[src/design/timestamp_delta_of_delta_encoder_macros.svh]
// assertion macros for the timestamp delta-of-delta encoder
// used by the modules that carry concurrent checks; no other dependencies
`ifndef TIMESTAMP_DELTA_OF_DELTA_ENCODER_MACROS_SVH
`define TIMESTAMP_DELTA_OF_DELTA_ENCODER_MACROS_SVH

// same-cycle implication, checked outside reset
`define TSDOD_ASSERT_IMP(label, clk, rst_n, ante, cons) \
  label: assert property (@(posedge clk) disable iff (!rst_n) (ante) |-> (cons)) \
    else $error("tsdod: same-cycle check failed");

// next-cycle implication, checked outside reset
`define TSDOD_ASSERT_NXT(label, clk, rst_n, ante, cons) \
  label: assert property (@(posedge clk) disable iff (!rst_n) (ante) |=> (cons)) \
    else $error("tsdod: next-cycle check failed");

`endif

[src/design/tsdod_pkg.sv]
// shared types and constants for the timestamp delta-of-delta encoder
// no dependencies
`timescale 1ns / 1ps
`default_nettype none

package tsdod_pkg;

  localparam int STAMP_W    = 64;
  localparam int PFX_CODE_W = 5;
  localparam int PFX_LEN_W  = 3;
  localparam int PAY_LEN_W  = 7;

  // default depth of the queue between front and back
  localparam int QUEUE_DEPTH = 2;

  localparam logic [PFX_CODE_W-1:0] PFX_NONE = 5'b00000;
  localparam logic [PFX_CODE_W-1:0] PFX_ZERO = 5'b00000;
  localparam logic [PFX_CODE_W-1:0] PFX_W7   = 5'b00010;
  localparam logic [PFX_CODE_W-1:0] PFX_W9   = 5'b00110;
  localparam logic [PFX_CODE_W-1:0] PFX_W12  = 5'b01110;
  localparam logic [PFX_CODE_W-1:0] PFX_W32  = 5'b11110;
  localparam logic [PFX_CODE_W-1:0] PFX_W64  = 5'b11111;

  localparam logic [PFX_LEN_W-1:0] PLEN_NONE = 3'd0;
  localparam logic [PFX_LEN_W-1:0] PLEN_ZERO = 3'd1;
  localparam logic [PFX_LEN_W-1:0] PLEN_W7   = 3'd2;
  localparam logic [PFX_LEN_W-1:0] PLEN_W9   = 3'd3;
  localparam logic [PFX_LEN_W-1:0] PLEN_W12  = 3'd4;
  localparam logic [PFX_LEN_W-1:0] PLEN_W32  = 3'd5;
  localparam logic [PFX_LEN_W-1:0] PLEN_W64  = 3'd5;

  localparam logic [PAY_LEN_W-1:0] DLEN_ZERO = 7'd0;
  localparam logic [PAY_LEN_W-1:0] DLEN_W7   = 7'd7;
  localparam logic [PAY_LEN_W-1:0] DLEN_W9   = 7'd9;
  localparam logic [PAY_LEN_W-1:0] DLEN_W12  = 7'd12;
  localparam logic [PAY_LEN_W-1:0] DLEN_W32  = 7'd32;
  localparam logic [PAY_LEN_W-1:0] DLEN_W64  = 7'd64;

  // one classified beat: raw stamp when first, else the delta-of-delta
  typedef struct packed {
    logic               first;
    logic [STAMP_W-1:0] value;
  } tsdod_item_t;

  typedef struct packed {
    logic full;
    logic empty;
  } tsdod_qstat_t;

endpackage

`default_nettype wire

[src/design/tsdod_front.sv]
// front end: accepts stamps, keeps last stamp and delta, forms delta-of-delta
// depends on tsdod_pkg
`timescale 1ns / 1ps
`default_nettype none

module tsdod_front
  import tsdod_pkg::*;
(
  input  wire logic                      clk,
  input  wire logic                      rst_n,
  input  wire logic                      in_push,
  input  wire logic signed [STAMP_W-1:0] in_stamp,
  input  wire tsdod_qstat_t              q_stat,
  output logic                           q_push,
  output tsdod_item_t                    q_item
);

  logic [STAMP_W-1:0] last_stamp_r, last_stamp_nxt;
  logic [STAMP_W-1:0] last_delta_r, last_delta_nxt;
  logic               first_r, first_nxt;
  logic [STAMP_W-1:0] stamp_u;
  logic [STAMP_W-1:0] delta;
  logic [STAMP_W-1:0] dod;

  assign stamp_u = in_stamp;
  assign q_push  = in_push && !q_stat.full;

  // both differences wrap modulo 2^64
  assign delta = stamp_u - last_stamp_r;
  assign dod   = delta - last_delta_r;

  always_comb begin
    q_item.first   = first_r;
    q_item.value   = first_r ? stamp_u : dod;
    last_stamp_nxt = last_stamp_r;
    last_delta_nxt = last_delta_r;
    first_nxt      = first_r;
    if (q_push) begin
      last_stamp_nxt = stamp_u;
      first_nxt      = 1'b0;
      // first beat leaves the delta as it was
      if (!first_r) begin
        last_delta_nxt = delta;
      end
    end
  end

  always_ff @(posedge clk) begin
    if (!rst_n) begin
      last_stamp_r <= '0;
      last_delta_r <= '0;
      first_r      <= 1'b1;
    end else begin
      last_stamp_r <= last_stamp_nxt;
      last_delta_r <= last_delta_nxt;
      first_r      <= first_nxt;
    end
  end

endmodule

`default_nettype wire

[src/design/tsdod_queue.sv]
// short register queue between front and back
// depends on tsdod_pkg and the assertion macro header
`timescale 1ns / 1ps
`default_nettype none

module tsdod_queue
  import tsdod_pkg::*;
#(
  parameter int DEPTH = QUEUE_DEPTH
) (
  input  wire logic         clk,
  input  wire logic         rst_n,
  input  wire logic         push,
  input  wire tsdod_item_t  push_item,
  input  wire logic         pop,
  output tsdod_item_t       head_item,
  output tsdod_qstat_t      stat
);

  `include "timestamp_delta_of_delta_encoder_macros.svh"

  localparam int PW = (DEPTH > 1) ? $clog2(DEPTH) : 1;
  localparam int CW = $clog2(DEPTH + 1);
  localparam logic [PW-1:0] LAST_PTR = PW'(DEPTH - 1);
  localparam logic [CW-1:0] FULL_CNT = CW'(DEPTH);

  tsdod_item_t       entry_r [DEPTH];
  logic [PW-1:0]     wr_ptr_r, wr_ptr_nxt;
  logic [PW-1:0]     rd_ptr_r, rd_ptr_nxt;
  logic [CW-1:0]     count_r, count_nxt;

  assign stat.full  = (count_r == FULL_CNT);
  assign stat.empty = (count_r == '0);
  assign head_item  = entry_r[rd_ptr_r];

  always_comb begin
    wr_ptr_nxt = wr_ptr_r;
    rd_ptr_nxt = rd_ptr_r;
    count_nxt  = count_r;
    if (push) begin
      wr_ptr_nxt = (wr_ptr_r == LAST_PTR) ? '0 : wr_ptr_r + 1'b1;
    end
    if (pop) begin
      rd_ptr_nxt = (rd_ptr_r == LAST_PTR) ? '0 : rd_ptr_r + 1'b1;
    end
    if (push && !pop) begin
      count_nxt = count_r + 1'b1;
    end else if (pop && !push) begin
      count_nxt = count_r - 1'b1;
    end
  end

  always_ff @(posedge clk) begin
    if (!rst_n) begin
      wr_ptr_r <= '0;
      rd_ptr_r <= '0;
      count_r  <= '0;
    end else begin
      wr_ptr_r <= wr_ptr_nxt;
      rd_ptr_r <= rd_ptr_nxt;
      count_r  <= count_nxt;
    end
  end

  always_ff @(posedge clk) begin
    if (push) begin
      entry_r[wr_ptr_r] <= push_item;
    end
  end

  `TSDOD_ASSERT_IMP(a_no_push_full, clk, rst_n, stat.full, !push)
  `TSDOD_ASSERT_IMP(a_no_pop_empty, clk, rst_n, stat.empty, !pop)
  `TSDOD_ASSERT_NXT(a_count_grows, clk, rst_n, push && !pop, count_r == $past(count_r) + 1'b1)

endmodule

`default_nettype wire

[src/design/tsdod_back.sv]
// back end: picks the code for each beat and holds it in the output register
// depends on tsdod_pkg
`timescale 1ns / 1ps
`default_nettype none

module tsdod_back
  import tsdod_pkg::*;
(
  input  wire logic               clk,
  input  wire logic               rst_n,
  input  wire tsdod_item_t        head_item,
  input  wire tsdod_qstat_t       q_stat,
  output logic                    q_pop,
  output logic                    out_empty,
  input  wire logic               out_pop,
  output logic [PFX_CODE_W-1:0]   out_prefix_code,
  output logic [PFX_LEN_W-1:0]    out_prefix_length,
  output logic [STAMP_W-1:0]      out_payload_code,
  output logic [PAY_LEN_W-1:0]    out_payload_length
);

  logic                  valid_r, valid_nxt;
  logic [PFX_CODE_W-1:0] pcode_r, pcode_nxt;
  logic [PFX_LEN_W-1:0]  plen_r, plen_nxt;
  logic [STAMP_W-1:0]    dcode_r, dcode_nxt;
  logic [PAY_LEN_W-1:0]  dlen_r, dlen_nxt;
  logic [STAMP_W-1:0]    v;
  logic                  fit7, fit9, fit12, fit32;

  assign v = head_item.value;

  // a value fits n bits signed when bits 63..n-1 all match
  assign fit7  = (&v[STAMP_W-1:6])  || !(|v[STAMP_W-1:6]);
  assign fit9  = (&v[STAMP_W-1:8])  || !(|v[STAMP_W-1:8]);
  assign fit12 = (&v[STAMP_W-1:11]) || !(|v[STAMP_W-1:11]);
  assign fit32 = (&v[STAMP_W-1:31]) || !(|v[STAMP_W-1:31]);

  // load when the output register is free or being drained this cycle
  assign q_pop     = !q_stat.empty && (!valid_r || out_pop);
  assign valid_nxt = q_pop || (valid_r && !out_pop);
  assign out_empty = !valid_r;

  always_comb begin
    if (head_item.first) begin
      pcode_nxt = PFX_NONE; plen_nxt = PLEN_NONE; dcode_nxt = v;  dlen_nxt = DLEN_W64;
    end else if (v == '0) begin
      pcode_nxt = PFX_ZERO; plen_nxt = PLEN_ZERO; dcode_nxt = '0; dlen_nxt = DLEN_ZERO;
    end else if (fit7) begin
      pcode_nxt = PFX_W7;   plen_nxt = PLEN_W7;
      dcode_nxt = {57'd0, v[6:0]};   dlen_nxt = DLEN_W7;
    end else if (fit9) begin
      pcode_nxt = PFX_W9;   plen_nxt = PLEN_W9;
      dcode_nxt = {55'd0, v[8:0]};   dlen_nxt = DLEN_W9;
    end else if (fit12) begin
      pcode_nxt = PFX_W12;  plen_nxt = PLEN_W12;
      dcode_nxt = {52'd0, v[11:0]};  dlen_nxt = DLEN_W12;
    end else if (fit32) begin
      pcode_nxt = PFX_W32;  plen_nxt = PLEN_W32;
      dcode_nxt = {32'd0, v[31:0]};  dlen_nxt = DLEN_W32;
    end else begin
      pcode_nxt = PFX_W64;  plen_nxt = PLEN_W64; dcode_nxt = v;  dlen_nxt = DLEN_W64;
    end
  end

  always_ff @(posedge clk) begin
    if (!rst_n) begin
      valid_r <= 1'b0;
    end else begin
      valid_r <= valid_nxt;
    end
  end

  always_ff @(posedge clk) begin
    if (q_pop) begin
      pcode_r <= pcode_nxt;
      plen_r  <= plen_nxt;
      dcode_r <= dcode_nxt;
      dlen_r  <= dlen_nxt;
    end
  end

  assign out_prefix_code    = pcode_r;
  assign out_prefix_length  = plen_r;
  assign out_payload_code   = dcode_r;
  assign out_payload_length = dlen_r;

endmodule

`default_nettype wire

[src/design/timestamp_delta_of_delta_encoder.sv]
// timestamp delta-of-delta encoder top level: front, queue, back
// a queued beat moves into the output register, and so onto the out_ ports, once that register is free or being drained
// throughput: one beat per cycle while out_pop drains; the two chained front subtracts set the clock
// reset: rst_n low clears last stamp and delta to zero, re-arms the first-beat raw form
// and empties the queue and output register; no clearing pass
`timescale 1ns / 1ps
`default_nettype none

module timestamp_delta_of_delta_encoder
  import tsdod_pkg::*;
#(
  parameter int QDEPTH = QUEUE_DEPTH
) (
  input  wire logic                      clk,
  input  wire logic                      rst_n,
  input  wire logic                      in_push,
  output logic                           in_full,
  input  wire logic signed [STAMP_W-1:0] in_stamp,
  output logic                           out_empty,
  input  wire logic                      out_pop,
  output logic [PFX_CODE_W-1:0]          out_prefix_code,
  output logic [PFX_LEN_W-1:0]           out_prefix_length,
  output logic [STAMP_W-1:0]             out_payload_code,
  output logic [PAY_LEN_W-1:0]           out_payload_length
);

  tsdod_qstat_t q_stat;
  tsdod_item_t  push_item;
  tsdod_item_t  head_item;
  logic         q_push;
  logic         q_pop;

  assign in_full = q_stat.full;

  tsdod_front u_front (
    .clk      (clk),
    .rst_n    (rst_n),
    .in_push  (in_push),
    .in_stamp (in_stamp),
    .q_stat   (q_stat),
    .q_push   (q_push),
    .q_item   (push_item)
  );

  tsdod_queue #(
    .DEPTH (QDEPTH)
  ) u_queue (
    .clk       (clk),
    .rst_n     (rst_n),
    .push      (q_push),
    .push_item (push_item),
    .pop       (q_pop),
    .head_item (head_item),
    .stat      (q_stat)
  );

  tsdod_back u_back (
    .clk                (clk),
    .rst_n              (rst_n),
    .head_item          (head_item),
    .q_stat             (q_stat),
    .q_pop              (q_pop),
    .out_empty          (out_empty),
    .out_pop            (out_pop),
    .out_prefix_code    (out_prefix_code),
    .out_prefix_length  (out_prefix_length),
    .out_payload_code   (out_payload_code),
    .out_payload_length (out_payload_length)
  );

endmodule

`default_nettype wire
[config.mk]
export PLATFORM = sky130hd
export DESIGN_NAME = timestamp_delta_of_delta_encoder
export DESIGN_NICKNAME = d
export VERILOG_FILES = /design/src/design/tsdod_pkg.sv /design/src/design/tsdod_front.sv /design/src/design/tsdod_queue.sv /design/src/design/tsdod_back.sv /design/src/design/timestamp_delta_of_delta_encoder.sv
export VERILOG_INCLUDE_DIRS = /design/src /design/src/design
export SDC_FILE = /design/constraint.sdc
export NUM_CORES = 1
export LEC_CHECK = 0
export BUFFER_PORTS_ARGS = -buffer_cell sky130_fd_sc_hd__buf_4
export CAP_MARGIN = 10
export CORE_MARGIN = 5
export CORE_UTILIZATION = 60
export CTS_CLUSTER_DIAMETER = 200
export DETAILED_ROUTE_END_ITERATION = 16
export PLACE_DENSITY = 0.77
export RECOVER_POWER = 50
export SKIP_LAST_GASP = 1
export SLEW_MARGIN = 20
export SYNTH_ARGS = -nofsm -noshare
export SYNTH_HDL_FRONTEND = slang
export SYNTH_SLANG_ARGS = --single-unit
[constraint.sdc]
create_clock -name clk -period 14.7 [get_ports clk]
set_input_delay 0 -clock clk [delete_from_list [all_inputs] [get_ports clk]]
set_output_delay 0 -clock clk [all_outputs]
set_load 0.01 [all_outputs]
==> run metrics <==
required time reported for the critical path endpoint=14.97 ns; violated checks=max-capacitance violations, max-slew violations; origin of the worst min-delay path=in_stamp[38]; share of layout cells above drive strength 1=6.90%; total wirelength of the detailed-routed design=61.9 mm; Initial Util=60.5%; H-Tree Level Count=2; busiest layer in global routing=met2; count of final max-slew check failures=684; Global Route met3 Usage=4.57%; switching share of power=39.9%; Top Ports=149; maximum clock frequency=0.153 GHz; net switching component of the power=0.00179 W; worst hold path cell count=4; share of power burned in combinational logic=43.5%; global-route wire length before repair=95.4 mm; number of max-cap violations=11; clock-pin slew on the worst setup and hold paths=0.07 ns; number of hold violations in the final report=0; slew at the pin with the worst max-slew slack=4.40 ns; Critical Path Sink Type=flip-flop; Clock Sinks=341; most frequent cells in the layout=nand2_1 (398), a21oi_1 (266), edfxtp_1 (206); RR Startpoint=u_front.last_stamp_r[2]; non-filler cells, final=3007; TritonCTS clock tree=built; headroom to the max-slew limit=-193%; die boundary height=196 um; EDFF count, synth=206; row count=68; remaining antenna violation count=0; VDD IR max=140 uV; endpoint arrival time on the critical path=6.80 ns; synthesized area=20800 um^2; clock network fraction of total power=22.8%; CTS root buf=clkbuf_16; global placement routability congestion=1.01; Post-DP Area=22200 um^2; Setup-failing EPs final=0; largest net degree at the start of global routing=90; overall routing resource usage=31.1%; core footprint=34400 um^2; vias in the first global route=17200; latest clock arrival within the worst-skew pair=0.58 ns; Synth Register Bits=341; initial antenna violation count=2; total of warnings raised by yosys=0; post-synthesis sequential area ratio=42.7%; fraction of met1 tracks used by global routing=44.3%; power density over the cells=188 nW/um^2; Die Outline Area=38500 um^2; drt first-iter violations=1668; share of total power in sequential cells=33.7%; WHS Endpoint=u_front.last_stamp_r[38]; ratio of final minimum period to clock period=44.4%; element type at the critical path start=flip-flop; final core occ=69.3%; count of TritonRoute iterations in the first routing pass=6; most common cell after layout, fill and taps aside=nand2_1; Die X-Extent=196 um; post-layout minimum cycle time=6.53 ns; half-perimeter wire length after placement=44.9 mm; Critical R2R Capture=u_queue.entry_r[0][50]; worst hold path class=input pin to flip-flop; classification of the worst setup path=flip-flop to flip-flop; number of nets produced by synthesis=2565; via/cell ratio=6.16; commonest register cell after synthesis=edfxtp_1; RSZ-0062 raised after global routing=false; asr flop ratio synth=0%; TritonCTS buffer count=39; synthesized instance count=2368; Final nets=2720; FF-to-FF setup slack=8.17 ns; WL per Instance=20.6 um; summed area of non-filler cells in the final layout=23800 um^2; Leakage=8.92 nW; cells resized by post-CTS repair=0; number of buffer cells added on primary ports=147; grt total ovfl=0; DRC violation count after routing=0; buffer levels on the longest clock path=3; Max Clock Skew=0.0236 ns; met2 usage=49.6%; outcome=finished, violations left; Critical Path Fanout Max=7; number of different library cells in the post-synthesis netlist=81; cells on worst reg2reg path=20; Avg Cell Area, Syn=8.79 um^2; Vias=18500; Area Overhead vs Synth=14.5%; internal portion of total power=0.00269 W; source of the critical timing path=u_front.last_stamp_r[2]; TNS Setup=0 ns; number of cells after detailed placement=2871
-- power by group through the flow --
stage,sequential (W),clock [W],combinational (W)
after floorplan,0.00152,0,0.00130
after global placement,0.00150,0,0.00193
after detailed placement,0.00151,0,0.00195
after CTS,0.00149,0.00103,0.00198
after global routing,0.00154,0.00107,0.00212
final,0.00151,0.00102,0.00195
-- flip-flops by register name, summed over array words and instances, names as in the netlist, 2 cells and up, named ones only --
signal and flops:
u_queue.entry_r 130, u_back.out_payload_code 64, u_front.last_stamp_r 64, u_back.out_payload_length 6
u_back.out_prefix_code 5, u_front.last_delta_r 64, u_queue.count_r 2
-- timing repair --
item                      4_1_cts  5_1_grt
hold buffers                   66        0
hold endpoints to repair      190        0
buffers inserted                0        0
-- how the worst max path moves through the flow --
stage | end | slack [ns] | cells past startpoint
6_report | u_queue.entry_r[0][50] | 8.17 | 20
5_1_grt | u_queue.entry_r[1][55] | 7.82 | 23
4_1_cts | u_queue.entry_r[1][63] | 8.32 | 23
3_5_place_dp | u_queue.entry_r[0][56] | 8.35 | 22
3_3_place_gp | u_queue.entry_r[0][56] | 8.49 | 22
2_1_floorplan | u_queue.entry_r[0][63] | 9.56 | 24
-- final cells by class --
type                            count  area, um^2
Sequential cell                   341        8890
Tap cell                          455         569
Antenna cell                        1        2.50
Inverter                          168         632
Timing Repair Buffer              224        1510
Fill cell                        2756       10600
Clock buffer                       49        1060
Clock inverter                     20         269
Multi-Input combinational cell   1749       10900
-- metal layers --
layer  share of wire, %  wire length, um  up-vias
met5                  0                0        -
met1                 43            26700     8753
met3                8.5             5280      124
met2                 45            28100      908
li1                   -                -     8736
met4                3.0             1830        0
-- cell usage after synthesis (5+ instances only) --
master	number	area share, %
or2_2	10	0.30
and2_1	14	0.42
a22oi_1	5	0.18
or4_1	5	0.18
nand2b_1	15	0.45
buf_1	13	0.23
nor3_1	38	0.91
inv_1	166	3.0
nor2_1	141	2.5
o211ai_1	10	0.36
a21o_1	68	2.5
o31ai_1	9	0.32
and4_1	8	0.34
and3_1	16	0.48
ha_1	127	7.6
o21ai_0	129	3.1
dfxtp_1	135	13
nor2b_1	10	0.30
o21ai_1	6	0.14
o21a_1	18	0.65
a21oi_1	266	6.4
xnor2_1	73	3.1
mux2i_1	53	2.5
nand2_1	400	7.2
nor4_1	36	1.1
a211oi_1	11	0.40
nand4_1	43	1.3
a41oi_1	7	0.29
o22ai_1	6	0.18
edfxtp_1	206	30
xor2_1	49	2.1
clkbuf_1	86	1.6
o21bai_1	23	0.83
mux2_2	16	0.87
a31oi_1	18	0.54
buf_2	7	0.17
o211a_1	5	0.24
nand3_1	46	1.1
-- worst max-delay path, cell delays in order (launching register included) --
cell and delay, ns:
dfxtp_1 0.33, inv_1 0.04, ha_1 0.33, nor2b_1 0.17, o31a_1 0.31, o211ai_1 0.43
o21bai_1 0.17, a21o_1 0.23, a311oi_1 0.45, o21ai_1 0.20, a221oi_1 0.42, xnor2_1 0.18
ha_1 0.44, and4_1 0.27, and3_1 0.20, nand2_1 0.06, o31ai_1 0.51, nand2_1 0.20
o41ai_1 0.59, xnor2_1 0.15, o21ai_0 0.53
-- logic make-up after synthesis --
family | share of synthesized area [%]
XOR/XNOR | 5.25
buffers and inverters | 5.12
AND/OR/NAND/NOR | 17.5
flip-flops | 42.7
AO/OA/AOI/OAI | 18.2
multiplexers | 3.42
other | 0.0180
adder cells (fa/ha/maj) | 7.83
-- metrics by stage --
stage | hold WS (ns) | setup slack (ns) | total power (W)
finish | 0.239 | 8.17 | 0.00447
global route | 0.257 | 7.82 | 0.00473
CTS | 0.159 | 8.32 | 0.00450
detailed placement | 0.273 | 8.35 | 0.00346
global placement | 0.266 | 8.49 | 0.00342
floorplan | 0.136 | 9.56 | 0.00282
Note: power is estimated with default switching activity, not from simulation.
